<file path="src/rtl/door_debounce_countdown_top_defines.svh">
// ---------------------------------------------------------------------------
// Door debounce countdown: assertion macros
// Shared property forms for the checks at the end of the top level.
// ---------------------------------------------------------------------------
`ifndef DOOR_DEBOUNCE_COUNTDOWN_TOP_DEFINES_SVH
`define DOOR_DEBOUNCE_COUNTDOWN_TOP_DEFINES_SVH

// Same-cycle implication, sampled on clk, off while rst_n is low.
`define DBC_ASSERT_NOW(lbl, ante, cons, msg) \
  lbl: assert property (@(posedge clk) disable iff (!rst_n) (ante) |-> (cons)) \
    else $error(msg);

// Next-cycle implication, sampled on clk, off while rst_n is low.
`define DBC_ASSERT_NEXT(lbl, ante, cons, msg) \
  lbl: assert property (@(posedge clk) disable iff (!rst_n) (ante) |=> (cons)) \
    else $error(msg);

`endif

</file>
<file path="src/rtl/dbc_pkg.sv">
// ---------------------------------------------------------------------------
// dbc_pkg
// Types, codes and constants of the door debounce countdown block.
// ---------------------------------------------------------------------------
package dbc_pkg;

  localparam int unsigned DIST_W   = 16;
  localparam int unsigned COUNT_W  = 8;
  localparam int unsigned TICK_W   = 10;
  localparam int unsigned DUR_W    = 8;
  localparam int unsigned TIME_W   = 18;
  localparam int unsigned CFG_IDX_W = 2;

  localparam logic [TIME_W-1:0] MS_PER_SECOND = TIME_W'(1000);

  // item kinds
  localparam logic [1:0] KIND_READING = 2'd0;
  localparam logic [1:0] KIND_TICK    = 2'd1;
  localparam logic [1:0] KIND_SWITCH  = 2'd2;

  // configuration register indexes
  localparam logic [CFG_IDX_W-1:0] CFG_OPEN_DISTANCE   = 2'd0;
  localparam logic [CFG_IDX_W-1:0] CFG_READINGS_NEEDED = 2'd1;
  localparam logic [CFG_IDX_W-1:0] CFG_TICK_MS         = 2'd2;

  // configuration register reset values
  localparam logic [DIST_W-1:0]  OPEN_DISTANCE_RST   = 16'd300;
  localparam logic [COUNT_W-1:0] READINGS_NEEDED_RST = 8'd3;
  localparam logic [TICK_W-1:0]  TICK_MS_RST         = 10'd100;

  typedef struct packed {
    logic [DIST_W-1:0]  open_distance;
    logic [COUNT_W-1:0] readings_needed;
    logic [TICK_W-1:0]  tick_ms;
  } cfg_t;

  typedef struct packed {
    logic [1:0]        kind;
    logic [DIST_W-1:0] distance;
    logic [DUR_W-1:0]  duration_s;
    logic              override_switch;
    logic              prompt_switch;
  } item_t;

  typedef struct packed {
    logic              lab_open;
    logic              door_open;
    logic              counting;
    logic [TIME_W-1:0] remaining_ms;
    logic              led_green;
    logic              led_red;
    logic              led_white;
    logic              led_yellow;
    logic              lab_changed;
    logic              special_prompt;
  } result_t;

endpackage

</file>
<file path="src/rtl/dbc_cfg_regs.sv">
// ---------------------------------------------------------------------------
// dbc_cfg_regs
// Configuration register file: threshold, debounce run length, tick step.
// ---------------------------------------------------------------------------
module dbc_cfg_regs (
  input  logic                           clk,
  input  logic                           rst_n,
  input  logic                           cfg_valid,
  output logic                           cfg_ready,
  input  logic [dbc_pkg::CFG_IDX_W-1:0]  cfg_index,
  input  logic [dbc_pkg::DIST_W-1:0]     cfg_data,
  output dbc_pkg::cfg_t                  cfg
);
  import dbc_pkg::*;

  cfg_t cfg_r;
  logic wr_en;

  assign cfg_ready = 1'b1;
  assign wr_en     = cfg_valid;
  assign cfg       = cfg_r;

  always_ff @(posedge clk) begin
    if (!rst_n) begin
      cfg_r.open_distance   <= OPEN_DISTANCE_RST;
      cfg_r.readings_needed <= READINGS_NEEDED_RST;
      cfg_r.tick_ms         <= TICK_MS_RST;
    end else if (wr_en) begin
      unique case (cfg_index)
        CFG_OPEN_DISTANCE:   cfg_r.open_distance   <= cfg_data;
        CFG_READINGS_NEEDED: cfg_r.readings_needed <= cfg_data[COUNT_W-1:0];
        CFG_TICK_MS:         cfg_r.tick_ms         <= cfg_data[TICK_W-1:0];
        default: ;  // drop writes to unused indexes
      endcase
    end
  end

endmodule

</file>
<file path="src/rtl/dbc_core.sv">
// ---------------------------------------------------------------------------
// dbc_core
// Debounce and countdown state with its single-pass next-state logic.
// ---------------------------------------------------------------------------
module dbc_core (
  input  logic             clk,
  input  logic             rst_n,
  input  dbc_pkg::cfg_t    cfg,
  input  logic             fire,
  input  dbc_pkg::item_t   item,
  output dbc_pkg::result_t result
);
  import dbc_pkg::*;

  logic               raw_open_r,  raw_open_nxt;
  logic [COUNT_W-1:0] agree_r,     agree_nxt;
  logic               door_r,      door_nxt;
  logic               cand_r,      cand_nxt;
  logic               lab_r,       lab_nxt;
  logic               run_r,       run_nxt;
  logic [TIME_W-1:0]  time_r,      time_nxt;
  logic               blink_r,     blink_nxt;
  logic [DUR_W-1:0]   dur_r,       dur_nxt;
  logic               ovr_r,       ovr_nxt;
  logic               prompt_r,    prompt_nxt;
  logic               changed;

  logic               seen;
  logic [TIME_W-1:0]  full_time;
  logic [TIME_W-1:0]  tick_ext;

  // 255 s * 1000 still fits in the time width
  assign full_time = TIME_W'(dur_r) * MS_PER_SECOND;
  assign tick_ext  = TIME_W'(cfg.tick_ms);
  assign seen      = (item.distance != '0) && (item.distance <= cfg.open_distance);

  always_comb begin
    raw_open_nxt = raw_open_r;
    agree_nxt    = agree_r;
    door_nxt     = door_r;
    cand_nxt     = cand_r;
    lab_nxt      = lab_r;
    run_nxt      = run_r;
    time_nxt     = time_r;
    blink_nxt    = blink_r;
    dur_nxt      = dur_r;
    ovr_nxt      = ovr_r;
    prompt_nxt   = prompt_r;
    changed      = 1'b0;

    case (item.kind)
      KIND_READING: begin
        if (seen == raw_open_r) begin
          if (agree_r < cfg.readings_needed) begin
            agree_nxt = agree_r + COUNT_W'(1);
          end
        end else begin
          raw_open_nxt = seen;
          agree_nxt    = COUNT_W'(1);
        end
        if (agree_nxt >= cfg.readings_needed) begin
          door_nxt = raw_open_nxt;
        end
        // start a countdown toward the new door state
        if ((door_nxt != lab_r) && !run_r && !ovr_r) begin
          cand_nxt = door_nxt;
          time_nxt = full_time;
          run_nxt  = 1'b1;
        end
        // cancel on reversion or while override is on
        if (run_nxt && ((cand_nxt != door_nxt) || ovr_r)) begin
          time_nxt = full_time;
          run_nxt  = 1'b0;
        end
      end
      KIND_TICK: begin
        if (run_r) begin
          blink_nxt = ~blink_r;
          if (time_r <= tick_ext) begin
            time_nxt = '0;
            run_nxt  = 1'b0;
            lab_nxt  = cand_r;
            changed  = 1'b1;
          end else begin
            time_nxt = time_r - tick_ext;
          end
        end
      end
      KIND_SWITCH: begin
        if (!run_r) begin
          dur_nxt = item.duration_s;
        end
        ovr_nxt    = item.override_switch;
        prompt_nxt = item.prompt_switch;
      end
      default: ;  // unused kind: state holds
    endcase
  end

  always_comb begin
    result.lab_open       = lab_nxt;
    result.door_open      = door_nxt;
    result.counting       = run_nxt;
    result.remaining_ms   = time_nxt;
    result.led_green      = lab_nxt;
    result.led_red        = ~lab_nxt;
    result.led_white      = run_nxt & ~blink_nxt;
    result.led_yellow     = ovr_nxt;
    result.lab_changed    = changed;
    result.special_prompt = prompt_nxt;
  end

  always_ff @(posedge clk) begin
    if (!rst_n) begin
      raw_open_r <= 1'b0;
      agree_r    <= '0;
      door_r     <= 1'b0;
      cand_r     <= 1'b0;
      lab_r      <= 1'b0;
      run_r      <= 1'b0;
      time_r     <= '0;
      blink_r    <= 1'b0;
      dur_r      <= '0;
      ovr_r      <= 1'b0;
      prompt_r   <= 1'b0;
    end else if (fire) begin
      raw_open_r <= raw_open_nxt;
      agree_r    <= agree_nxt;
      door_r     <= door_nxt;
      cand_r     <= cand_nxt;
      lab_r      <= lab_nxt;
      run_r      <= run_nxt;
      time_r     <= time_nxt;
      blink_r    <= blink_nxt;
      dur_r      <= dur_nxt;
      ovr_r      <= ovr_nxt;
      prompt_r   <= prompt_nxt;
    end
  end

endmodule

</file>
<file path="src/rtl/door_debounce_countdown_top.sv">
// ---------------------------------------------------------------------------
// door_debounce_countdown_top
// Door distance debounce with lab-state countdown, override and LED drives.
// ---------------------------------------------------------------------------
//  channel  | direction | handshake          | carries
//  in_      | input     | in_tvalid/tready   | reading, tick or switch word
//  out_     | output    | out_tvalid/tready  | state, LED and change word
//  cfg_     | input     | cfg_valid/ready    | register index and data
//
// One word is accepted per cycle while in_tready is high; its result word is
// held first in the input register and then in the result register around
// the state logic before it is presented.
// rst_n is synchronous; it clears the state and loads the register defaults.
// A stalled output holds its word; the input register keeps filling until
// both registers are full, then in_tready drops. cfg_ready is always high.
// ---------------------------------------------------------------------------
`include "door_debounce_countdown_top_defines.svh"

module door_debounce_countdown_top (
  input  logic                          clk,
  input  logic                          rst_n,
  input  logic                          in_tvalid,
  output logic                          in_tready,
  // [15:0] distance, [23:16] duration_s, [24] override_switch,
  // [25] prompt_switch, [31:26] zero
  input  logic [31:0]                   in_tdata,
  // [1:0] kind
  input  logic [1:0]                    in_tuser,
  output logic                          out_tvalid,
  input  logic                          out_tready,
  // [0] lab_open, [1] door_open, [2] counting, [20:3] remaining_ms,
  // [21] led_green, [22] led_red, [23] led_white, [24] led_yellow,
  // [25] lab_changed, [26] special_prompt, [31:27] zero
  output logic [31:0]                   out_tdata,
  input  logic                          cfg_valid,
  output logic                          cfg_ready,
  input  logic [dbc_pkg::CFG_IDX_W-1:0] cfg_index,
  input  logic [dbc_pkg::DIST_W-1:0]    cfg_data
);
  import dbc_pkg::*;

  cfg_t    cfg;
  item_t   item_r;
  result_t res_core;
  result_t res_r;
  logic    in_valid_r;
  logic    out_valid_r;
  logic    advance;
  logic    fire;
  logic    in_acc;

  assign advance   = !out_valid_r || out_tready;
  assign fire      = in_valid_r && advance;
  assign in_tready = !in_valid_r || advance;
  assign in_acc    = in_tvalid && in_tready;

  dbc_cfg_regs u_cfg (
    .clk       (clk),
    .rst_n     (rst_n),
    .cfg_valid (cfg_valid),
    .cfg_ready (cfg_ready),
    .cfg_index (cfg_index),
    .cfg_data  (cfg_data),
    .cfg       (cfg)
  );

  dbc_core u_core (
    .clk    (clk),
    .rst_n  (rst_n),
    .cfg    (cfg),
    .fire   (fire),
    .item   (item_r),
    .result (res_core)
  );

  always_ff @(posedge clk) begin
    if (!rst_n) begin
      in_valid_r  <= 1'b0;
      out_valid_r <= 1'b0;
    end else begin
      if (in_acc) begin
        in_valid_r <= 1'b1;
      end else if (fire) begin
        in_valid_r <= 1'b0;
      end
      if (advance) begin
        out_valid_r <= in_valid_r;
      end
    end
  end

  always_ff @(posedge clk) begin
    if (in_acc) begin
      item_r.kind            <= in_tuser;
      item_r.distance        <= in_tdata[15:0];
      item_r.duration_s      <= in_tdata[23:16];
      item_r.override_switch <= in_tdata[24];
      item_r.prompt_switch   <= in_tdata[25];
    end
    if (fire) begin
      res_r <= res_core;
    end
  end

  assign out_tvalid = out_valid_r;
  assign out_tdata  = {5'b0,
                       res_r.special_prompt,
                       res_r.lab_changed,
                       res_r.led_yellow,
                       res_r.led_white,
                       res_r.led_red,
                       res_r.led_green,
                       res_r.remaining_ms,
                       res_r.counting,
                       res_r.door_open,
                       res_r.lab_open};

  `DBC_ASSERT_NOW(a_commit_ends_count, out_valid_r && res_r.lab_changed, !res_r.counting && (res_r.remaining_ms == '0), "lab commit with countdown still live")
  `DBC_ASSERT_NOW(a_blink_needs_count, out_valid_r && res_r.led_white, res_r.counting, "white LED lit without a countdown")
  `DBC_ASSERT_NEXT(a_stalled_item_kept, in_valid_r && !advance, in_valid_r && $stable(item_r), "held input word lost under stall")

endmodule
</file>
<file path="config.mk">
export PLATFORM = sky130hd
export DESIGN_NAME = door_debounce_countdown_top
export DESIGN_NICKNAME = d
export VERILOG_FILES = /design/src/rtl/dbc_pkg.sv /design/src/rtl/dbc_cfg_regs.sv /design/src/rtl/dbc_core.sv /design/src/rtl/door_debounce_countdown_top.sv
export VERILOG_INCLUDE_DIRS = /design/src /design/src/rtl
export SDC_FILE = /design/constraint.sdc
export NUM_CORES = 1
export LEC_CHECK = 0
export ABC_CLOCK_PERIOD_IN_PS = 7100
export BUFFER_PORTS_ARGS = -buffer_cell sky130_fd_sc_hd__buf_2
export CAP_MARGIN = 30
export CELL_PAD_IN_SITES_DETAIL_PLACEMENT = 0
export CELL_PAD_IN_SITES_GLOBAL_PLACEMENT = 1
export CORE_MARGIN = 8
export CORE_UTILIZATION = 45
export DETAILED_ROUTE_END_ITERATION = 6
export GPL_ROUTABILITY_DRIVEN = 0
export GPL_TIMING_DRIVEN = 0
export HOLD_SLACK_MARGIN = 0.12
export PLACE_DENSITY_LB_ADDON = 0.1
export SYNTH_ARGS = -nofsm -noshare
export SYNTH_HDL_FRONTEND = slang
export SYNTH_HIERARCHICAL = 1
export SYNTH_SLANG_ARGS = --single-unit
</file>
<file path="constraint.sdc">
create_clock -name clk -period 7.1 [get_ports clk]
set_clock_uncertainty 0.15 [all_clocks]
set_input_delay 0 -clock clk [delete_from_list [all_inputs] [get_ports clk]]
set_output_delay 0 -clock clk [all_outputs]
set_load 0.03 [all_outputs]
</file>
==> results.md, run 1 <==
| Step | Metric | Value |
| --- | --- | --- |
| synth | Number of cells produced by synthesis | 891 |
| sta | Setup repair after global routing missed its margin | false |
| run | Max-cap violations | 0 |
| sta | Final critical-path share of the clock period | 92.3% |
| cells and area | Antenna diode instance count | 0 |
| clocking | Number of buffers added by the clock tree synthesis step | 17 |
| synth | Async set or reset register ratio after synthesis | 0% |
| worst setup path | CP Class | flip-flop to flip-flop |
| detailed routing | Number of vias in the routed layout | 6981 |
| global routing | GRT Util Overall | 19.7% |
| synth | Most used DFF post-synth | sky130_fd_sc_hd__dfxtp_1 |
| cells and area | Final net count | 1227 |
| clocking | Clock Latency Late Sink | 0.43 ns |
| sta | Max_slew headroom | 36.2% |
| synth | Register area share after synthesis | 37.5% |
| synth | Most instantiated cells after synthesis | sky130_fd_sc_hd__nand2_1, sky130_fd_sc_hd__inv_1, sky130_fd_sc_hd__ha_1 |
| die | Core region area | 18700 µm² |
| cells and area | Synth-to-layout area growth | 24.4% |
| worst setup path | Critical register-to-register path startpoint | item_r[12] |
| die | Starting density of the core | 45.8% |
| detailed routing | Sum of routed wire length over all layers | 22900 µm |
| worst setup path | Worst Setup SP | item_r[12] |
| worst hold path | Hold WC Path Type | input port to flip-flop |
| clocking | Largest buffer count on any clock path | 2 |
| clocking | CTS tree | done |
| synth | EDFF count, synth | 55 |
| clocking | CTS H-Tree Depth | 4 |
| die | Boundary Pins | 92 |
| synth | Count of warnings emitted by yosys | 6 |
| power and ir drop | Worst ir drop on vdd | 0.166 mV |
| sta | Tightest Pin Transition | 0.949 ns |
| sta | Least setup slack across all paths after layout | 0.548 ns |
| sta | Number of endpoints with negative hold slack in the final report | 0 |
| global routing | Number of antenna violations at the first check in global routing | 0 |
| sta | Post-layout minimum cycle time | 6.55 ns |
| detailed routing | Vias per inst | 5.31 |
| worst setup path | Max Fanout on Critical Path | 10 |
| run status | Outcome | completed |
| place | Count of input and output buffers | 77 |
| worst setup path | Critical path capture point type | flip-flop |
| worst setup path | Stage delay of the slowest cell on the critical path | 0.64 ns |
| sta | Final Max Slew Viols | 0 |
| sta | Total negative setup slack | 0 ns |
| power and ir drop | Leakage power figure | 0.00472 µW |
| place | Post-Place Worst Slack | 0.406 ns |
| die | Vertical die dimension | 154 µm |
| detailed routing | Routed Antenna Nets | 0 |
| clocking | Post-CTS setup buffers | 0 |
| global routing | Wire length of the first global-routing pass | 37400 µm |
| worst setup path | Required time at the worst-slack endpoint | 7.11 ns |
| synth | FF+latch count, synth | 133 |
| sta | Maximum frequency from static timing analysis | 153 MHz |
| worst setup path | Worst-path cell with the longest stage delay | sky130_fd_sc_hd__a2111oi_1 |
| synth | Per-instance average area after synthesis | 9.62 µm² |
| clocking | Clk pin slew, worst setup/hold paths | 0.06 ns |
| worst setup path | Arrival @ worst endpoint | 6.56 ns |
| die | Row Count | 50 |
| die | Die area | 23700 µm² |
| synth | Distinct cell type count of the synthesized netlist | 79 |
| worst hold path | Min-delay src | in_tdata[22] |
| synth | Cell taking the most area after synthesis | sky130_fd_sc_hd__edfxtp_1 |
| place | HPWL Detailed | 16500 µm |
| detailed routing | 1st-pass router iterations | 5 |
| detailed routing | Final routed DRC violation total | 0 |
| global routing | Pin count of the biggest net entering global routing | 34 |
| synth | Area of the mapped netlist | 8570 µm² |
| power and ir drop | Power Dens Cells | 193 nW/µm² |
| cells and area | Fraction of layout instances using a drive strength above 1 | 14.6% |
| detailed routing | Post-detailed-route wirelength per cell | 17.4 µm |
| die | X dimension of the die | 154 µm |
| global routing | Final global-route overflow total | 0 |
| detailed routing | Initial drt markers | 473 |
| global routing | Number of global-route vias before repair | 7234 |
| cells and area | FILL cells | 1651 |
| cells and area | Post-layout utilization of the core | 57.0% |
| clocking | Number of clock sinks seen by CTS | 133 |
| worst setup path | Startpoint Class | flip-flop |
| synth | Area contributors post-synth | sky130_fd_sc_hd__edfxtp_1, sky130_fd_sc_hd__dfxtp_1, sky130_fd_sc_hd__ha_1, sky130_fd_sc_hd__fa_1, sky130_fd_sc_hd__nand2_1 |
| synth | Most common cell in the netlist | sky130_fd_sc_hd__nand2_1 |
| synth | Top cell type's share of synthesized area | 19.3% |
| clocking | Buffer type at the clock tree root | sky130_fd_sc_hd__clkbuf_16 |
| sta | Finish-stage setup viols | 0 |
[final cells by class]
| cell class | count | area (µm²) | share of cell area (%) |
|---|---|---|---|
| inverters | 84 | 315 | 2.96 |
| flip-flops and latches | 133 | 3210 | 30.1 |
| clock buffers | 22 | 508 | 4.76 |
| plain buffers | 46 | 289 | 2.71 |
| repair buffers | 153 | 1170 | 11.0 |
| well taps | 234 | 293 | 2.75 |
| multi-input cells | 632 | 4790 | 44.9 |
| clock inverters | 10 | 82.6 | 0.774 |
[worst paths after layout]
path / end / slack [ns] / depth (start not counted)
worst max-delay path: out_tdata[9] / 0.55 / 25
worst min-delay path: item_r[8] / 0.13 / 2
worst max register to register: out_tdata[9] / 0.55 / 25
worst min register to register: u_core/prompt_r / 0.31 / 2
[what timing repair did]
| action | CTS | global route |
|---|---|---|
| hold endpoints to repair | 100 | 1 |
| resized for setup | 0 | 2 |
| hold buffers | 73 | 1 |
| endpoints found under the setup margin | 0 | 12 |
[logic make-up after synthesis]
| kind of cell | Yosys count | share of synthesized area [%] |
|---|---|---|
| adders and majority gates | 103 | 17.1 |
| buffers and inverters | 130 | 7.05 |
| and+or+nand+nor | 257 | 15.3 |
| DFF | 133 | 37.5 |
| muxes | 39 | 4.72 |
| other | 2 | 0.0876 |
| xor gates and xnor gates | 28 | 2.86 |
| AOI/OAI and AO/OA | 199 | 15.4 |
[metrics by stage]
step,cells,hold slack [ns],cell area (µm²),total power [µW]
finish,1314,0.133,10700,2060
global route,1314,0.131,10700,2140
CTS,1312,0.120,10600,2070
detailed placement,1207,0.0281,9310,1160
global placement,1206,0.0270,9260,1150
floorplan,895,-0.0511,8590,1070
[worst max-delay path: cells and delay by family (launching register included)]
family	cells	cell delay, ns
adder cells (fa/ha/maj)	3	0.74
buffers and inverters	5	1.13
AO/OA/AOI/OAI	12	2.52
flip-flops	1	0.40
AND/OR/NAND/NOR	5	1.33
[cell usage in the layout, fill, tap and decap left out, drive strengths merged, types with 11 or more instances in the layout]
cell type / instances
nor2: 36
o21ai: 47
edfxtp: 55
mux2i: 34
clkbuf: 43
ha: 80
dfxtp: 78
xor2: 11
fa: 23
inv: 87
buf: 104
nor2b: 15
xnor2: 17
a21oi: 44
nor3: 13
o21a: 12
a21o: 16
a31oi: 11
dlygate4sd3: 74
nand3: 25
nand2: 101
[layer usage]
metal	routed length [µm]	global-route usage, %	up-vias
met4	501	6.91	0
met5	0	0	-
met1	10600	24.8	3283
met3	974	4.15	30
li1	-	-	3521
met2	10900	33.0	147
[state kept, by name, indices dropped and copies added, names as in the netlist, 8 cells and up]
name	count
item_r	28
u_core/agree_r	8
u_core/time_r	18
out_tdata	27
u_core/dur_r	8
u_cfg/cfg	34
[power breakdown]
part           switching [µW]  internal [µW]
registers                20.8            830
clock network             365            517
logic                     187            137
(Power assumes the default switching activity.)
==> run 2, diff against run 1 <==
CAP_MARGIN = 10   (was 30)
CTS_BUF_LIST = sky130_fd_sc_hd__clkbuf_2   (was unset)
==> run 2 against run 1 <==
  * Total power decreased by 16%
  * Cell area increased by 1.8%
  * Combinational power is 6.5% higher
  * Die area unchanged
  * Sequential share of layout area down 0.53 points
  * The run now ends with design-rule violations left
  * Critical path type unchanged
  * Maximum frequency is 0.47% higher
  * Sequential cell count stayed put
  * Largest cell class unchanged
  * Global-route usage is 0.73 points higher
  * First-iteration DRC count is 0.63% lower
  * Via count rose by 3.9%
  * Clock power fell by 41%
  * Worst hold slack better by 0.095 ns
==> results.md, run 2 (synthesis gave the netlist of run 1 again) <==
| Step | Metric | Value | vs previous |
| --- | --- | --- | --- |
| detailed routing | Vias per inst | 5.30 | -0.22% |
| clocking | Largest buffer count on any clock path | 2 | unchanged |
| detailed routing | Routed Antenna Nets | 0 | unchanged |
| detailed routing | Sum of routed wire length over all layers | 23700 µm | +3.3% |
| power and ir drop | Fraction of power spent switching nets | 30.6% | +2.8 points |
| worst setup path | Max Fanout on Critical Path | 10 | unchanged |
| detailed routing | Post-detailed-route wirelength per cell | 17.3 µm | -0.73% |
| die | Boundary Pins | 92 | unchanged |
| power and ir drop | Leakage power figure | 0.00480 µW | +1.8% |
| global routing | Number of global-route vias before repair | 7533 | +4.1% |
| sta | Maximum frequency from static timing analysis | 153 MHz | +0.47% |
| sta | Number of endpoints with negative hold slack in the final report | 0 | unchanged |
| die | Die area | 23700 µm² | unchanged |
| die | Vertical die dimension | 154 µm | unchanged |
| clocking | Buffer type at the clock tree root | sky130_fd_sc_hd__clkbuf_2 |  |
| power and ir drop | Combinational cell fraction of total power | 20.1% | +4.4 points |
| die | Row Count | 50 | unchanged |
| sta | Setup repair after global routing missed its margin | false |  |
| die | X dimension of the die | 154 µm | unchanged |
| detailed routing | 1st-pass router iterations | 7 | +2 |
| clocking | Clk pin slew, worst setup/hold paths | 0.23 ns | +0.17 ns |
| clocking | Clock Latency Late Sink | 0.72 ns | +0.29 ns |
| worst setup path | Worst setup slack for register-to-register paths | 0.58 ns | +0.03 ns |
| worst setup path | Required time at the worst-slack endpoint | 7.44 ns | +0.33 ns |
| worst setup path | Startpoint Class | flip-flop |  |
| worst setup path | CP Class | flip-flop to flip-flop |  |
| sta | Total negative setup slack | 0 ns | unchanged |
| sta | Finish-stage setup viols | 0 | unchanged |
| global routing | Pin count of the biggest net entering global routing | 34 | unchanged |
| clocking | Number of clock sinks seen by CTS | 133 | unchanged |
| detailed routing | Initial drt markers | 470 | -0.63% |
| power and ir drop | Clock share of power | 30.3% | -13 points |
| clocking | Number of buffers added by the clock tree synthesis step | 17 | unchanged |
| worst setup path | Arrival @ worst endpoint | 6.86 ns | +0.30 ns |
| run status | Outcome | complete, but fails checks |  |
| power and ir drop | Switching power summed over all nets | 526 µW | -8.2% |
| power and ir drop | Internal Power | 1190 µW | -20% |
| sta | Post-layout minimum cycle time | 6.52 ns | -0.0306 ns |
| power and ir drop | Power Dens Cells | 158 nW/µm² | -18% |
| cells and area | Fraction of layout instances using a drive strength above 1 | 14.0% | -0.58 points |
| sta | Final critical-path share of the clock period | 91.8% | -0.43 points |
| cells and area | Synth-to-layout area growth | 26.7% |  |
| clocking | CTS tree | done |  |
| place | HPWL Detailed | 16500 µm | unchanged |
| sta | Tightest Pin Transition | 1.02 ns | +0.0662 ns |
| cells and area | Final net count | 1279 | +4.2% |
| power and ir drop | Share of power burned in registers | 49.6% | +8.2 points |
| sta | Final Max Slew Viols | 0 | unchanged |
| clocking | CTS H-Tree Depth | 4 | unchanged |
| die | Core region area | 18700 µm² | unchanged |
| cells and area | Commonest cells after routing, fill and taps aside | sky130_fd_sc_hd__dlygate4sd3_1, sky130_fd_sc_hd__nand2_1, sky130_fd_sc_hd__inv_1, sky130_fd_sc_hd__buf_2, sky130_fd_sc_hd__ha_1 |  |
| detailed routing | Number of vias in the routed layout | 7252 | +3.9% |
| power and ir drop | Worst ir drop on vdd | 0.0922 mV | -45% |
| run | Max-cap violations | 0 | unchanged |
| place | Count of input and output buffers | 77 | unchanged |
| global routing | Number of antenna violations at the first check in global routing | 1 | +1 |
| run status | Violations in the final reports | design-rule violations |  |
| worst setup path | Critical path capture point type | flip-flop |  |
| sta | Max_slew headroom | 32.2% | -4.1 points |
| global routing | GRT Util Overall | 20.5% | +0.73 points |
| global routing | Final global-route overflow total | 0 | unchanged |
| cells and area | Most common library cell in the layout ignoring fill and taps | sky130_fd_sc_hd__dlygate4sd3_1 |  |
| clocking | Post-CTS setup buffers | 0 | unchanged |
| cells and area | Flip-flop count of the largest register, all copies and words added | 34 | unchanged |
| detailed routing | Final routed DRC violation total | 2 | +2 |
| die | Starting density of the core | 45.8% | unchanged |
| worst hold path | Hold WC Path Type | input port to flip-flop |  |
| global routing | Wire length of the first global-routing pass | 38900 µm | +4.0% |
| sta | Worst hold slack | 0.228 ns | +0.0948 ns |
-- run 2: cell types whose count changed in the layout (fill, tap and decap cells not counted), sizes merged --
cell and delta:
clkbuf -3, bufinv +3, dlygate4sd3 +53, buf -1
diode +2
-- run 2: worst paths after layout --
| path | start | to | cells past startpoint |
|---|---|---|---|
| setup / recovery | u_cfg/cfg[20] | out_tdata[8] | 26 |
| hold / removal | rst_n | u_core/time_r[0] | 4 |
| setup reg to reg | u_cfg/cfg[20] | out_tdata[8] | 26 |
| hold reg to reg | u_core/prompt_r | u_core/prompt_r | 2 |
-- run 2: timing repair --
action | CTS | global route
endpoints found under the hold margin | 161 | 0
hold buffers | 127 | 0
resized for setup | 0 | 2
endpoints found under the setup margin | 0 | 14
-- run 2: cell type report --
class | count | area [µm²]
antenna | 2 | 5.00
buffer | 46 | 289
clock buffer | 19 | 95.1
clock inverter | 13 | 173
fill | 1634 | 7850
inverter | 84 | 315
multi-input combinational | 632 | 4790
sequential | 133 | 3210
tap | 234 | 293
timing repair buffer | 205 | 1680
-- run 2: power by group through the flow --
stage	registers, µW	logic [µW]	clock network, µW
finish	851	345	521
global route	856	379	573
CTS	852	341	539
detailed placement	867	289	0
global placement	868	284	0
floorplan	879	186	0
-- run 2: metrics by stage --
stage	power (µW)	cell area (µm²)	instances	util, %	setup WS (ns)
4_1_cts	1730	10800	1366	58.0	0.327
3_3_place_gp	1150	9260	1206	49.5	0.388
3_5_place_dp	1160	9310	1207	49.8	0.406
5_1_grt	1810	10900	1368	58.0	0.106
6_report	1720	10900	1368	58.0	0.579
2_1_floorplan	1070	8590	895	-	1.75
-- run 2: metal layers --
metal	track usage, %	share of wire [%]
met2	35.1	48
met5	0	0
met3	4.40	4.2
met1	25.2	45
met4	6.44	2.0
-- run 2: worst max-delay path, stage by stage (launching register included) --
cell	delay (ns)
sky130_fd_sc_hd__dfxtp_1	0.38
sky130_fd_sc_hd__inv_1	0.07
sky130_fd_sc_hd__ha_1	0.31
sky130_fd_sc_hd__a21oi_1	0.14
sky130_fd_sc_hd__o221ai_1	0.14
sky130_fd_sc_hd__a21o_1	0.20
sky130_fd_sc_hd__a21o_1	0.17
sky130_fd_sc_hd__a21o_1	0.17
sky130_fd_sc_hd__a21oi_1	0.17
sky130_fd_sc_hd__o31ai_1	0.09
sky130_fd_sc_hd__a21oi_1	0.33
sky130_fd_sc_hd__ha_1	0.17
sky130_fd_sc_hd__clkbuf_1	0.29
sky130_fd_sc_hd__clkinv_1	0.36
sky130_fd_sc_hd__nor2_1	0.25
sky130_fd_sc_hd__ha_1	0.25
sky130_fd_sc_hd__nand2b_1	0.14
sky130_fd_sc_hd__a2111oi_1	0.66
sky130_fd_sc_hd__or4_1	0.30
sky130_fd_sc_hd__a31oi_1	0.10
sky130_fd_sc_hd__or4b_1	0.47
sky130_fd_sc_hd__buf_2	0.17
sky130_fd_sc_hd__and2_1	0.15
sky130_fd_sc_hd__buf_6	0.14
sky130_fd_sc_hd__buf_6	0.14
sky130_fd_sc_hd__a32oi_1	0.27
sky130_fd_sc_hd__o21ai_1	0.10
==> run 3, diff against run 2 <==
CORE_ASPECT_RATIO = 2   (was unset)
HOLD_SLACK_MARGIN = 0.02   (was 0.12)
==> run 3 against run 2 <==
  * The flow now finishes without violations
  * Worst setup slack lost 0.24 ns
  * Sequential cell count unchanged
  * Via count up 1.6%
  * Critical endpoint is now u_core/time_r[13]
==> results.md, run 3 (synthesis gave the netlist of run 1 again) <==
| Step | Metric | Value | vs previous |
| --- | --- | --- | --- |
| place | Count of input and output buffers | 77 | unchanged |
| cells and area | Commonest cells after routing, fill and taps aside | sky130_fd_sc_hd__dlygate4sd3_1, sky130_fd_sc_hd__nand2_1, sky130_fd_sc_hd__inv_1, sky130_fd_sc_hd__buf_2, sky130_fd_sc_hd__ha_1 |  |
| power and ir drop | Fraction of power spent switching nets | 30.8% | +0.15 points |
| worst setup path | Critical path capture point type | flip-flop |  |
| run status | Outcome | completed |  |
| global routing | GRT Util Overall | 22.2% | +1.7 points |
| clocking | Number of clock sinks seen by CTS | 133 | unchanged |
| sta | Post-layout minimum cycle time | 6.76 ns | +0.240 ns |
| sta | Tightest Pin Transition | 0.953 ns | -0.0627 ns |
| power and ir drop | Share of power burned in registers | 51.5% | +1.9 points |
| detailed routing | Final routed DRC violation total | 0 | -2 |
| run | Max-cap violations | 0 | unchanged |
| sta | Least setup slack across all paths after layout | 0.339 ns | -0.240 ns |
| worst setup path | Required time at the worst-slack endpoint | 7.56 ns | +0.12 ns |
| worst hold path | Hold WC Path Type | input port to flip-flop |  |
| detailed routing | Post-detailed-route wirelength per cell | 18.3 µm | +5.6% |
| worst hold path | Min-delay src | cfg_data[3] |  |
| worst hold path | Worst hold stages | 4 | unchanged |
| detailed routing | Vias per inst | 5.29 | -0.19% |
| worst setup path | Worst-path cell with the longest stage delay | sky130_fd_sc_hd__a21oi_1 |  |
| place | Post-Place Worst Slack | 0.388 ns | -0.0185 ns |
| worst setup path | Worst Setup SP | u_cfg/cfg[20] |  |
| clocking | Clk pin slew, worst setup/hold paths | 0.21 ns | -0.02 ns |
| power and ir drop | Power Dens Cells | 152 nW/µm² | -3.9% |
| power and ir drop | Combinational cell fraction of total power | 21.2% | +1.1 points |
| cells and area | Post-layout utilization of the core | 58.1% | about the same |
| clocking | Number of buffers added by the clock tree synthesis step | 17 | unchanged |
| die | Row Count | 71 | +42% |
| sta | Setup repair after global routing missed its margin | false |  |
| worst setup path | Worst r2r dst | u_core/time_r[13] |  |
| cells and area | Most common library cell in the layout ignoring fill and taps | sky130_fd_sc_hd__dlygate4sd3_1 |  |
| power and ir drop | Switching power summed over all nets | 509 µW | -3.2% |
| worst setup path | Worst setup slack for register-to-register paths | 0.34 ns | -0.24 ns |
| worst setup path | Arrival @ worst endpoint | 7.22 ns | +0.36 ns |
| cells and area | Synth-to-layout area growth | 27.0% |  |
| detailed routing | 1st-pass router iterations | 5 | -2 |
| sta | Finish-stage setup viols | 0 | unchanged |
| sta | Number of endpoints with negative hold slack in the final report | 0 | unchanged |
| clocking | CTS tree | done |  |
| place | HPWL Detailed | 19200 µm | +16% |
| clocking | Largest buffer count on any clock path | 2 | unchanged |
| worst setup path | Cell breakdown of the critical path | inv_1 > ha_1 > a21oi_1 > o221ai_1 > a21o_1 > a21o_1 > a21o_1 > a21oi_1 > o31ai_1 > a21oi_1 > ha_1 > clkbuf_1 > clkinv_1 > nor2_1 > ha_1 > nand2b_1 > a2111oi_0 > or4_1 > a31oi_1 > or4b_1 > buf_2 > a21oi_1 > o21ai_0 > a41oi_1 |  |
| power and ir drop | Leakage power figure | 0.00477 µW | -0.75% |
| sta | Total negative setup slack | 0 ns | unchanged |
| power and ir drop | Internal Power | 1150 µW | -3.9% |
| worst setup path | Max Fanout on Critical Path | 10 | unchanged |
| worst hold path | Destination of the worst hold path | u_cfg/cfg[21] |  |
| detailed routing | Number of vias in the routed layout | 7365 | +1.6% |
| power and ir drop | Worst ir drop on vdd | 0.180 mV | +96% |
| die | Core region area | 18700 µm² | +0.21% |
| die | Vertical die dimension | 211 µm | +37% |
| cells and area | Fraction of layout instances using a drive strength above 1 | 13.8% | -0.23 points |
| clocking | Buffer type at the clock tree root | sky130_fd_sc_hd__clkbuf_2 |  |
| die | Starting density of the core | 45.7% | -0.095 points |
| worst setup path | FF-to-FF path depth | 24 | -7.7% |
| clocking | CTS H-Tree Depth | 4 | unchanged |
| cells and area | Design area | 10900 µm² | +0.28% |
| die | Die area | 24000 µm² | +1.1% |
| die | Boundary Pins | 92 | unchanged |
| worst setup path | Cell with the most instances on the worst path | sky130_fd_sc_hd__a21oi_1 |  |
| place | Cell area after placement | 9360 µm² | +0.50% |
| global routing | Number of antenna violations at the first check in global routing | 1 | unchanged |
| worst setup path | CP Class | flip-flop to flip-flop |  |
| power and ir drop | Clock share of power | 27.2% | -3.1 points |
| sta | Final critical-path share of the clock period | 95.2% | +3.4 points |
| worst setup path | Startpoint Class | flip-flop |  |
| die | X dimension of the die | 114 µm | -26% |
| global routing | Final global-route overflow total | 0 | unchanged |
| cells and area | Flip-flop count of the largest register, all copies and words added | 34 | unchanged |
| clocking | Clock Latency Late Sink | 0.72 ns | about the same |
| global routing | Number of global-route vias before repair | 8084 | +7.3% |
| sta | Worst hold slack | 0.131 ns | -0.0976 ns |
| detailed routing | Routed Antenna Nets | 0 | unchanged |
| sta | Maximum frequency from static timing analysis | 148 MHz | -3.6% |
| sta | Final Max Slew Viols | 0 | unchanged |
| global routing | Pin count of the biggest net entering global routing | 34 | unchanged |
| global routing | Wire length of the first global-routing pass | 40700 µm | +4.6% |
| worst setup path | Critical register-to-register path startpoint | u_cfg/cfg[20] |  |
| detailed routing | Initial drt markers | 320 | -32% |
| worst setup path | Stage delay of the slowest cell on the critical path | 0.57 ns | -0.09 ns |
| detailed routing | Sum of routed wire length over all layers | 25400 µm | +7.5% |
| sta | Max_slew headroom | 35.9% | +3.7 points |
| cells and area | Final net count | 1283 | +0.31% |
## run 3: power by group through the flow
stage                     Combinational (µW)  Sequential (µW)  Clock (µW)
final                                    351              853         451
after global routing                     383              857         500
after CTS                                348              853         468
after detailed placement                 295              869           0
after global placement                   289              870           0
after floorplan                          186              879           0
## run 3: per-stage QoR
step | std cells | total power [µW]
after floorplan | 895 | 1070
after global placement | 1227 | 1160
after detailed placement | 1229 | 1160
after CTS | 1391 | 1670
after global routing | 1392 | 1740
final | 1392 | 1650
## run 3: worst max path at each step
stage               cells past startpoint                 to
floorplan                              25       out_tdata[8]
global placement                       23   u_core/time_r[0]
detailed placement                     23   u_core/time_r[0]
CTS                                    23   u_core/time_r[0]
global route                           24  u_core/time_r[13]
finish                                 24  u_core/time_r[13]
## run 3: area by class of cell
class / count / area [µm²]
antenna: 1 / 2.50
clock buffer: 18 / 90.1
multi-input combinational: 632 / 4790
buffer: 46 / 289
inverter: 84 / 315
timing repair buffer: 209 / 1730
sequential: 133 / 3210
clock inverter: 14 / 135
tap: 255 / 319
fill: 1683 / 7860
## run 3: routing by layer
metal | GRT usage, % | part of all wire, %
met5 | 0 | 0
met4 | 15.9 | 6.6
met3 | 4.27 | 3.2
met2 | 43.5 | 57
met1 | 19.1 | 33
## run 3: timing repair
item | CTS | global route
gates resized for setup | 0 | 1
endpoints found under the hold margin | 153 | 0
hold buffers | 130 | 0
endpoints found under the setup margin | 0 | 5
buffers inserted | 0 | 0
## run 3: worst max-delay path, delay by kind of cell (launching register included)
| family | cells | cell delay [ns] |
|---|---|---|
| compound gates | 13 | 3.39 |
| simple gates | 4 | 1.14 |
| buf+inv | 4 | 0.84 |
| fa+ha+maj | 3 | 0.73 |
| flops | 1 | 0.42 |
